## src/c3zh_queue.sv

```systemverilog
// Short register queue that decouples the front end from the back end.
// Generic in width and depth; no package dependency.
module c3zh_queue #(
  parameter int Width = 8,
  parameter int Depth = 4
) (
  input  logic                           clk_i,
  input  logic                           rst_ni,
  input  logic                           push_i,
  input  logic [Width-1:0]               data_i,
  input  logic                           pop_i,
  output logic [Width-1:0]               data_o,
  output logic                           empty_o,
  output logic [$clog2(Depth+1)-1:0]     count_o
);

  localparam int PtrW = (Depth > 1) ? $clog2(Depth) : 1;
  localparam int CntW = $clog2(Depth + 1);

  logic [Width-1:0] entry_q [Depth];
  logic [PtrW-1:0]  wr_ptr_q, rd_ptr_q;
  logic [CntW-1:0]  count_q;

  always_ff @(posedge clk_i) begin
    if (push_i) begin
      entry_q[wr_ptr_q] <= data_i;
    end
  end

  always_ff @(posedge clk_i or negedge rst_ni) begin
    if (!rst_ni) begin
      wr_ptr_q <= '0;
      rd_ptr_q <= '0;
      count_q  <= '0;
    end else begin
      if (push_i) begin
        wr_ptr_q <= (wr_ptr_q == PtrW'(Depth - 1)) ? '0 : wr_ptr_q + 1'b1;
      end
      if (pop_i) begin
        rd_ptr_q <= (rd_ptr_q == PtrW'(Depth - 1)) ? '0 : rd_ptr_q + 1'b1;
      end
      unique case ({push_i, pop_i})
        2'b10:   count_q <= count_q + 1'b1;
        2'b01:   count_q <= count_q - 1'b1;
        default: count_q <= count_q;
      endcase
    end
  end

  assign data_o  = entry_q[rd_ptr_q];
  assign empty_o = (count_q == '0);
  assign count_o = count_q;

endmodule

```

## config.mk

```make
export PLATFORM = sky130hd
export DESIGN_NAME = c3zh_queue
export DESIGN_NICKNAME = d
export VERILOG_FILES = /design/src/c3zh_queue.sv
export SDC_FILE = /design/constraint.sdc
export NUM_CORES = 1
export LEC_CHECK = 0
export ABC_AREA = 1
export BUFFER_PORTS_ARGS = -buffer_cell sky130_fd_sc_hd__buf_4
export CORE_ASPECT_RATIO = 0.8
export CORE_MARGIN = 5
export CORE_UTILIZATION = 30
export DETAILED_ROUTE_END_ITERATION = 16
export SKIP_LAST_GASP = 1
export SLEW_MARGIN = 20
export SYNTH_ARGS = -nofsm -noshare
export SYNTH_HDL_FRONTEND = slang
export SYNTH_SLANG_ARGS = --single-unit
```

## constraint.sdc

```tcl
create_clock -name clk_i -period 3.51 [get_ports clk_i]
set_input_delay 0.1755 -clock clk_i [delete_from_list [all_inputs] [get_ports clk_i]]
set_output_delay 0.1755 -clock clk_i [all_outputs]
set_load 0.02 [all_outputs]
```

==> flow_results.org <==
** GRT
- Gr ovfl total :: 0
- Global routing consumed, over all layers together, 8.04% of the routing resources.
- The via count of the first global-routing pass was 947.
- Largest net degree at the start of global routing :: 34
- The first global-routing pass estimated 4.40 mm of wire.
- Number of antenna violations at the first check in global routing :: 0

** Yosys
- For this run, the number of Yosys warnings is 0.
- Each instance of the synthesized netlist takes up on average 11.8 um2.
- Counting every net in the synthesized netlist gives 164.
- Cell accounting for the most synthesized area :: edfxtp_1
- Cell area after technology mapping :: 1710 um2
- By area the synthesized netlist is led by edfxtp_1, dfrtp_1, nand2_1.
- Of the synthesized area, sequential elements account for 66.5%.
- Counting distinct cell types in the post-synthesis netlist gives 18.
- Top cell type's share of synthesized area :: 56.3%
- In this run, synthesis produced a sequential element count of 39.
- Instance count of the mapped netlist :: 145

** Min path
- Along the worst hold path, the cell count comes to 1.
- The path class of the tightest hold or removal check is primary input to flip-flop.
- For hold timing, the worst endpoint is entry_q[1][0].
- Worst Min Path Start :: data_i[0]

** Floorplan
- The region available for standard cell placement spans 5500 um2.
- Die Y-Extent :: 77.5 um
- Std cell rows :: 24
- Measured along the x axis, the die boundary spans 94.4 um.
- The die covers 7310 um2.
- Pin placement for this block handled 24 I/O pins.
- Initial Utilization :: 31.1%

** Drt
- Dividing the detail-routed wire length by the instance count gives 10.7 um.
- After detailed routing, the number of vias per cell comes to 3.92.
- First DRT Iteration DRCs :: 59
- Total number of vias :: 981
- The highest layer touched by signal routing is met4.
- For this run, design rule violations remaining after detail routing come to 0.
- Detailed-routing iteration count for the pre-antenna-repair pass :: 4
- Summed over all nets, wire length on met3 after detailed routing comes to 151 um.
- The routed design has 2.67 mm of wire.
- In the detailed route, the total length drawn on met2 is 1.27 mm.
- Once detail routing completed, the nets flagged for antenna violations numbered 0.
- After detailed routing, the wire length on met1 is 1.18 mm.

** Timing
- Final critical-path share of the clock period :: 48.6%
- For the pin with the worst max-slew slack, the measured transition is 475 ps.
- Number of setup violations in the final report :: 0
- Clock tree skew after final layout :: 4.26 ps
- Clock period minus final worst setup slack :: 1710 ps
- Unrepaired setup endpoints after global routing :: false
- Final Hold Violating Endpoints :: 0
- Total negative slack for setup checks :: 0 ps
- Maximum clock rate :: 586 MHz
- Worst hold slack across all endpoints :: 80.1 ps
- Max_slew headroom :: 68.3%
- The number of slew-limit violations in the final report is 0.

** Layout
- The library cell used most frequently in the layout, excluding fill and tap cells, is nand2_1.
- End-of-flow core utilization :: 37.0%
- The number of antenna diodes in the final layout is 0.
- Total number of nets in the final design :: 190
- Leaving out fill and tap cells, the most frequent cells in the layout are nand2_1, edfxtp_1, inv_1.
- In the final layout, the share of cells above drive strength 1 is 19.2%.
- The finished cells cover 2030 um2.
- Fill cell total of the finished layout :: 539
- Compared with the post-synthesis result, the final layout area differs by 18.9%.

** Worst setup path
- CP Data Required Time :: 3330 ps
- Setup crit start kind :: flip-flop
- Critical path type :: flip-flop to output port
- The endpoint identified for the worst register-to-register timing path is entry_q[2][6].
- Crit path max fanout :: 33
- Measured in cells, the most critical reg-to-reg path has a length of 4.
- For the worst setup path, the data arrival time is 1530 ps.
- STA classifies the critical path endpoint as an output port.
- Register-to-register path setup slack :: 2160 ps
- In this run the critical register-to-register path is launched from wr_ptr_q[0].

** Power and ir drop
- Switching power :: 0.580 mW
- Sequential cells account for 43.7% of the total power.
- Combinational cells account for 37.6% of the total power.
- Internal :: 0.978 mW
- Net switching fraction of the power :: 37.2%
- Pwr per Cell Area :: 767 nW/um2
- Worst vdd rail ir drop :: 0.000210 V
- The share of total power dissipated in the clock network is 18.7%.
- P_leak :: 0.890 nW

** Clocking
- Clock tree from TritonCTS :: built
- Worst-Skew Late Latency :: 290 ps
- CTS Root Cell :: clkbuf_8
- The tree built by TritonCTS fans out to 39 sinks.
- CTS built an H-tree with a depth of 2.
- Largest buffer count on any clock path :: 2
- Clock-pin slew was measured on the worst setup and hold paths at 80 ps.
- Counting the buffers created by CTS gives 5.

** Placement
- In this run the cell area measured after placement is 1930 um2.
- The congestion estimate from routability-driven global placement came to 0.647.
- The wire-length estimate of the detail-placed layout is 1.87 mm.
- Count of input and output buffers :: 23

** Status
- The flow ran to the end, and the final reports show no timing, DRC or antenna violations.

** Run
- Max-cap violations in this run came to 0.
timing repair:
action                                 4_1_cts  5_1_grt
hold buffers                                 1        0
buffers inserted                             0        0
endpoints found under the hold margin        7        0
resized for setup                            0        0
worst max-delay path, stage by stage, from the launching register on:
cell and delay, ps:
dfrtp_1 410, inv_2 370, nand2_1 90, o211ai_1 110, nand2_1 90, buf_4 170
final cells by class:
type,count,area (um2),share of cell area [%]
clock buffer,5,68.8,3.39
clock inverter,3,20.0,0.986
inverter,31,116,5.73
multi-input combinational,70,409,20.1
sequential,39,1140,55.9
tap,78,97.6,4.81
timing repair buffer,24,183,9.00
Yosys cell counts, drive strengths merged:
cell / n
dfrtp: 7
nand4: 1
buf: 5
edfxtp: 32
nor3: 1
nand2: 36
nand3: 1
nor2: 1
xnor2: 1
fa: 1
o21ai: 5
inv: 31
a21oi: 1
ha: 6
o211ai: 16
metal layers:
metal	up-vias	track usage (%)
li1	532	-
met1	429	9.34
met2	15	12.9
met3	5	2.42
met4	0	5.19
met5	-	0
power groups by stage:
stage	registers (mW)	clock network (mW)	logic [mW]
after floorplan	0.687	0	0.409
after CTS	0.683	0.301	0.600
after global routing	0.696	0.319	0.668
final	0.681	0.291	0.586
after global placement	0.692	0	0.592
after detailed placement	0.693	0	0.599
per-stage QoR:
| step | cells | power (mW) | worst slack (ps) |
|---|---|---|---|
| floorplan | 145 | 1.10 | 2140 |
| global placement | 241 | 1.28 | 2150 |
| detailed placement | 241 | 1.29 | 2110 |
| CTS | 250 | 1.58 | 1780 |
| global route | 250 | 1.68 | 1620 |
| finish | 250 | 1.56 | 1800 |
worst max path at each step:
stage | start | cells past startpoint | endpoint | slack, ps
3_5_place_dp | rd_ptr_q[0] | 5 | data_o[4] | 2110
4_1_cts | rd_ptr_q[0] | 5 | data_o[4] | 1780
3_3_place_gp | rd_ptr_q[0] | 5 | data_o[4] | 2150
5_1_grt | rd_ptr_q[0] | 5 | data_o[4] | 1620
6_report | rd_ptr_q[0] | 5 | data_o[4] | 1800
2_1_floorplan | count_o[0] | 6 | count_o[2] | 2140
sequential cells by signal, indices dropped and copies added (netlist names):
signal    cells
wr_ptr_q      2
rd_ptr_q      2
entry_q      32
count_o       3
cells by family after synthesis:
| family | count (synthesis) | share of synthesized area (%) |
|---|---|---|
| xor+xnor | 1 | 0.513 |
| flops | 39 | 66.5 |
| buf+inv | 36 | 9.52 |
| fa+ha+maj | 7 | 5.57 |
| simple gates | 40 | 9.08 |
| compound gates | 22 | 8.79 |
Power figures use the tool's default switching activity.
