--- config.mk ---
export PLATFORM = sky130hd
export DESIGN_NAME = c3zh_back
export DESIGN_NICKNAME = d
export VERILOG_FILES = /design/src/c3zh_pkg.sv /design/src/c3zh_back.sv
export SDC_FILE = /design/constraint.sdc
export NUM_CORES = 2
export LEC_CHECK = 0
export BUFFER_PORTS_ARGS = -buffer_cell sky130_fd_sc_hd__buf_2
export CAP_MARGIN = 20
export CORE_ASPECT_RATIO = 1.2
export CORE_MARGIN = 5
export CORE_UTILIZATION = 55
export DETAILED_ROUTE_END_ITERATION = 10
export GPL_TIMING_DRIVEN = 0
export PLACE_DENSITY = 0.72
export SETUP_SLACK_MARGIN = 0.4
export SLEW_MARGIN = 40
export SYNTH_ARGS = -nofsm -noshare
export SYNTH_HDL_FRONTEND = slang
export SYNTH_SLANG_ARGS = --single-unit
--- constraint.sdc ---
create_clock -name clk_i -period 7.3 [get_ports clk_i]
set_clock_uncertainty 0.15 [all_clocks]
set_input_delay 0.73 -clock clk_i [delete_from_list [all_inputs] [get_ports clk_i]]
set_output_delay 0.73 -clock clk_i [all_outputs]
set_load 0.05 [all_outputs]
--- src/c3zh_pkg.sv ---
// Package for the 3x3 zero-halo convolution block.
// Holds the shared constants, the configuration register codes and the structs
// that travel between the front end, the item queue and the back end.
package c3zh_pkg;

  // Default sizes handed to the top-level parameters.
  localparam int MaxWidth  = 1024;
  localparam int PixelBits = 8;

  // Fixed port widths.
  localparam int PixelInW   = 8;
  localparam int OutWidth   = 19;
  localparam int CfgDataW   = 63;
  localparam int CfgIdxW    = 2;
  localparam int WidthRegW  = 11;
  localparam int HeightRegW = 13;
  localparam int TapW       = 7;
  localparam int NumTaps    = 9;

  // Register reset values: identity kernel, 5x5 image.
  localparam logic [CfgDataW-1:0]   TapsReset   = 63'd268435456;
  localparam logic [WidthRegW-1:0]  WidthReset  = 11'd5;
  localparam logic [HeightRegW-1:0] HeightReset = 13'd5;

  // Output saturation limits.
  localparam int OutMax = 262143;
  localparam int OutMin = -262144;

  // Queue between front and back.
  localparam int QueueDepth = 4;
  localparam int QueueCntW  = $clog2(QueueDepth + 1);

  typedef enum logic [CfgIdxW-1:0] {
    CFG_KERNEL_TAPS  = 2'd0,
    CFG_IMAGE_WIDTH  = 2'd1,
    CFG_IMAGE_HEIGHT = 2'd2
  } c3zh_cfg_e;

  typedef struct packed {
    logic                we;
    logic [CfgIdxW-1:0]  index;
    logic [CfgDataW-1:0] data;
  } c3zh_cfg_t;

  // Classification of one item, made by the front end.
  typedef struct packed {
    logic       out_ok;
    logic       eof;
    logic [2:0] row_ok;
    logic [2:0] col_ok;
  } c3zh_tag_t;

endpackage

--- src/c3zh_back.sv ---
// Back end: shifts the 3x3 window, forms the nine masked tap products, sums and
// saturates them and holds the result for the receiver. Uses c3zh_pkg.
module c3zh_back
  import c3zh_pkg::*;
#(
  parameter int PIXEL_BITS = PixelBits
) (
  input  logic                        clk_i,
  input  logic                        rst_ni,
  input  c3zh_cfg_t                   cfg_i,
  input  logic                        q_empty_i,
  input  logic [3*PIXEL_BITS-1:0]     head_col_i,
  input  c3zh_tag_t                   head_tag_i,
  output logic                        pop_o,
  output logic                        out_valid_o,
  input  logic                        out_stall_i,
  output logic signed [OutWidth-1:0]  filtered_o,
  output logic                        end_of_frame_o
);

  localparam int PW     = PIXEL_BITS + 8;
  localparam int SumRaw = PW + 4;
  localparam int SumW   = (SumRaw > OutWidth) ? SumRaw : OutWidth + 1;
  localparam logic signed [SumW-1:0] SatMax = SumW'(OutMax);
  localparam logic signed [SumW-1:0] SatMin = SumW'(OutMin);

  logic [CfgDataW-1:0]          taps_q;
  logic [PIXEL_BITS-1:0]        win_q [NumTaps];
  logic                         advance;
  logic [NumTaps-1:0]           mask_d, b0_mask_q;
  logic                         b0_valid_q, b0_eof_q;
  logic signed [PW-1:0]         prod_d [NumTaps];
  logic signed [PW-1:0]         prod_q [NumTaps];
  logic                         b1_valid_q, b1_eof_q;
  logic signed [SumW-1:0]       sum;
  logic signed [OutWidth-1:0]   filt_d, filtered_q;
  logic                         out_valid_q, eof_q;

  // The whole back end moves together whenever the output register can take data.
  assign advance = !out_valid_q || !out_stall_i;
  assign pop_o   = advance && !q_empty_i;

  always_comb begin
    for (int r = 0; r < 3; r++) begin
      for (int c = 0; c < 3; c++) begin
        mask_d[r*3+c] = head_tag_i.row_ok[r] & head_tag_i.col_ok[c];
      end
    end
  end

  always_comb begin
    logic signed [PW-1:0] tap_x;
    logic signed [PW-1:0] pix_x;
    for (int k = 0; k < NumTaps; k++) begin
      tap_x = PW'($signed(taps_q[k*TapW +: TapW]));
      pix_x = PW'($signed({1'b0, win_q[k]}));
      prod_d[k] = b0_mask_q[k] ? tap_x * pix_x : '0;
    end
  end

  always_comb begin
    sum = '0;
    for (int k = 0; k < NumTaps; k++) begin
      sum = sum + SumW'(prod_q[k]);
    end
    if (sum > SatMax) begin
      filt_d = OutWidth'(OutMax);
    end else if (sum < SatMin) begin
      filt_d = OutWidth'(OutMin);
    end else begin
      filt_d = OutWidth'(sum);
    end
  end

  always_ff @(posedge clk_i or negedge rst_ni) begin
    if (!rst_ni) begin
      taps_q      <= TapsReset;
      b0_valid_q  <= 1'b0;
      b1_valid_q  <= 1'b0;
      out_valid_q <= 1'b0;
    end else begin
      if (cfg_i.we && (cfg_i.index == CFG_KERNEL_TAPS)) begin
        taps_q <= cfg_i.data;
      end
      if (advance) begin
        b0_valid_q  <= pop_o && head_tag_i.out_ok;
        b1_valid_q  <= b0_valid_q;
        out_valid_q <= b1_valid_q;
      end
    end
  end

  // Every popped item shifts the window, whether or not it yields a result.
  always_ff @(posedge clk_i) begin
    if (pop_o) begin
      for (int r = 0; r < 3; r++) begin
        win_q[r*3+0] <= win_q[r*3+1];
        win_q[r*3+1] <= win_q[r*3+2];
      end
      win_q[2] <= head_col_i[PIXEL_BITS-1:0];
      win_q[5] <= head_col_i[2*PIXEL_BITS-1:PIXEL_BITS];
      win_q[8] <= head_col_i[3*PIXEL_BITS-1:2*PIXEL_BITS];
    end
    if (advance) begin
      b0_mask_q  <= mask_d;
      b0_eof_q   <= head_tag_i.eof;
      prod_q     <= prod_d;
      b1_eof_q   <= b0_eof_q;
      filtered_q <= filt_d;
      eof_q      <= b1_eof_q;
    end
  end

  assign out_valid_o    = out_valid_q;
  assign filtered_o     = filtered_q;
  assign end_of_frame_o = eof_q;

endmodule

==> qor.csv <==
metric,value,unit
"Cell Area, Synth",31600,um2
synth unique cells,65,
"EDFF count, synth",247,
R2R setup slack,1890,ps
GRT Overall Usage,0.227,
Clock Tree Root,clkbuf_16,
Synth warnings,0,
"count leader, synth",inv_1,
number of remaining DRC errors,0,
Commonest cells post-synth,"inv_1 (533), ha_1 (389), fa_1 (385)",
Routed Antenna Nets,0,
ys flop type,edfxtp_1,
post-synthesis sequential area ratio,0.287,
synth top area cells,"fa_1 (24%), edfxtp_1 (24%), ha_1 (15%)",
Via Count,20530,
RSZ-0062 raised after global routing,false,
cell total after placement,3762,
Hold Path Stages,1,
Routed WL per cell,18.0,um
worst rel slew slack,0.530,
reg2reg start,prod_q[106],
layout cells sized above 1,0.0908,
Post-Route WL,68.8,mm
"Async S/R FF share, synth",0.211,
"Largest delay share family, worst path",adder cells,
worst hold endpoint,win_q[0][43],
Critical Path End Type,flip-flop,
DRT Pass-1 Iters,6,
cell mode on critical path,fa_1,
gpl congestion,0.879,
Buffers on Ports,123,
core area,57100,um2
status,"complete, no violations",
Num CTS Buffers,37,
syn nets,3768,
hold_sp,head_col_i[11],
fin crit period,5410,ps
# fillers,4644,
"Clk pin slew, worst setup/hold paths",60,ps
CP max-delay cell,fa_1,
Pins Over Slew Limit,0,
Bufs and invs on worst path,3,
Top Ports,124,
crit path from,prod_q[106],
pin count of the biggest net entering global routing,45,
FP Rows,96,
initial antenna violation count,3,
Via density,5.36,
Fin. Hold Viols,0,
Seq cells post-synth,313,
Crit Path Max Fanout,10,
"Arr. time, crit path",5550,ps
die width,229,um
final std cells w/o fill,3831,
CTS sink count,313,
max incr delay on CP,650,ps
Vert. Die Dim,272,um
drt initial violations,1018,
vias in the first global route,22392,
Syn Area/Cell,10.9,um2
synthesized netlist cell count,2892,
full die area,62300,um2
CP startpoint kind,flip-flop,
most area-hungry cell type in the Yosys netlist,fa_1,
measured slew at the worst slew-check pin,705,ps
Longest Clk Path Bufs,3,
Resize count post-CTS,0,
RR Endpoint,filtered_o[2],
Area Growth Syn to Fin,9.65,%
HP Class,primary input to flip-flop,
critical path type,flip-flop to flip-flop,
clock latency on the worst-skew pair,570,ps
clock tree from TritonCTS,done,
# Max-Cap Violations,0,
global-route wire length before repair,113,mm
final setup fails,0,
Initial Util,0.553,
r2r worst-path depth,15,
total gr overflow,0,
H-tree depth,2,
post-DP HPWL,56.7,mm
crit-path cells,fa_1 > fa_1 > fa_1 > inv_1 > fa_1 > inv_1 > ha_1 > a21oi_1 > nor2_1 > a2111oi_0 > o31a_1 > o21ai_4 > xnor2_4 > buf_2 > maj3_1,
Yosys top cell area share,0.244,
Final nets,3943,
Fmax,185,MHz
Worst Path Required,7440,ps
Final period util,0.741,
==> flip-flops by register name (all words and copies together) (netlist names) <==
name,cells
b0_valid_q,1
b1_valid_q,1
win_q,72
end_of_frame_o,1
out_valid_o,1
b0_mask_q,9
filtered_o,19
prod_q,144
b0_eof_q,1
taps_q,63
b1_eof_q,1
==> worst max path at each step <==
stage	to	cells past startpoint
floorplan	pop_o	1
global placement	pop_o	3
detailed placement	filtered_o[12]	17
CTS	filtered_o[12]	17
global route	filtered_o[3]	15
finish	filtered_o[2]	15
==> final cells by class <==
class                           count  area [um2]  area share
Tap cell                          735         920      0.0266
Antenna cell                        2        5.00    0.000145
Clock buffer                       47        1020      0.0294
Timing Repair Buffer              136         882      0.0255
Inverter                          535        2010      0.0580
Multi-Input combinational cell   2009       20400       0.588
Sequential cell                   313        9070       0.262
Clock inverter                     19         199     0.00575
Buffer                             35         146     0.00423
==> stage by stage <==
step	cell area, um2	util	setup slack (ps)	setup TNS, ps	hold slack [ps]
6_report	34600	0.607	1890	0	185
5_1_grt	34600	0.606	1610	0	154
4_1_cts	34600	0.606	1910	0	145
3_5_place_dp	33400	0.585	1920	0	255
3_3_place_gp	33100	0.580	-1300	-20170	260
2_1_floorplan	31600	-	1480	0	250
==> layout by cell type, fill, tap and decap left out, types with 26 or more instances in the layout <==
master and count:
a21o_1 58, a21oi_1 60, and2_1 346, buf_2 123, clkbuf_1 35, clkbuf_16 39
dfrtp_1 65, edfxtp_1 247, fa_1 385, ha_1 389, inv_1 533, mux2_2 55
nand2_1 229, nand2b_1 65, nor2_1 75, nor3_1 26, xnor2_1 58, xor2_1 33
==> repair_timing <==
action | in CTS | in global routing
endpoints found under the hold margin | 26 | 0
hold buffers | 1 | 0
buffers inserted | 0 | 0
==> layer usage <==
metal | track usage | vias to the layer above | part of all wire
met2 | 0.408 | 425 | 0.52
met3 | 0.0445 | 92 | 0.054
li1 | - | 9694 | -
met1 | 0.281 | 10317 | 0.40
met4 | 0.0618 | 2 | 0.025
met5 | 0 | - | 0.00019
==> worst reg2reg max path: stages (launching register included) <==
cell and delay, ps:
edfxtp_1 450, fa_1 650, fa_1 480, fa_1 550, inv_1 50, fa_1 480, inv_1 50, ha_1 360
a21oi_1 230, nor2_1 80, a2111oi_0 310, o31a_1 370, o21ai_4 110, xnor2_4 230, buf_2 250, maj3_1 370
==> logic make-up (layout without fill, tap and decap cells) <==
family,after synthesis,count (layout),share of synthesized area
simple gates,819,819,0.137
compound gates,236,236,0.0518
fa+ha+maj,792,792,0.405
flops,313,313,0.287
buf+inv,570,772,0.0681
other cells,0,2,0
xor+xnor,93,93,0.0266
mux,69,69,0.0241
Power is not shown: default switching activity piles up to over one toggle a cycle in this logic, so the estimate is an artifact.
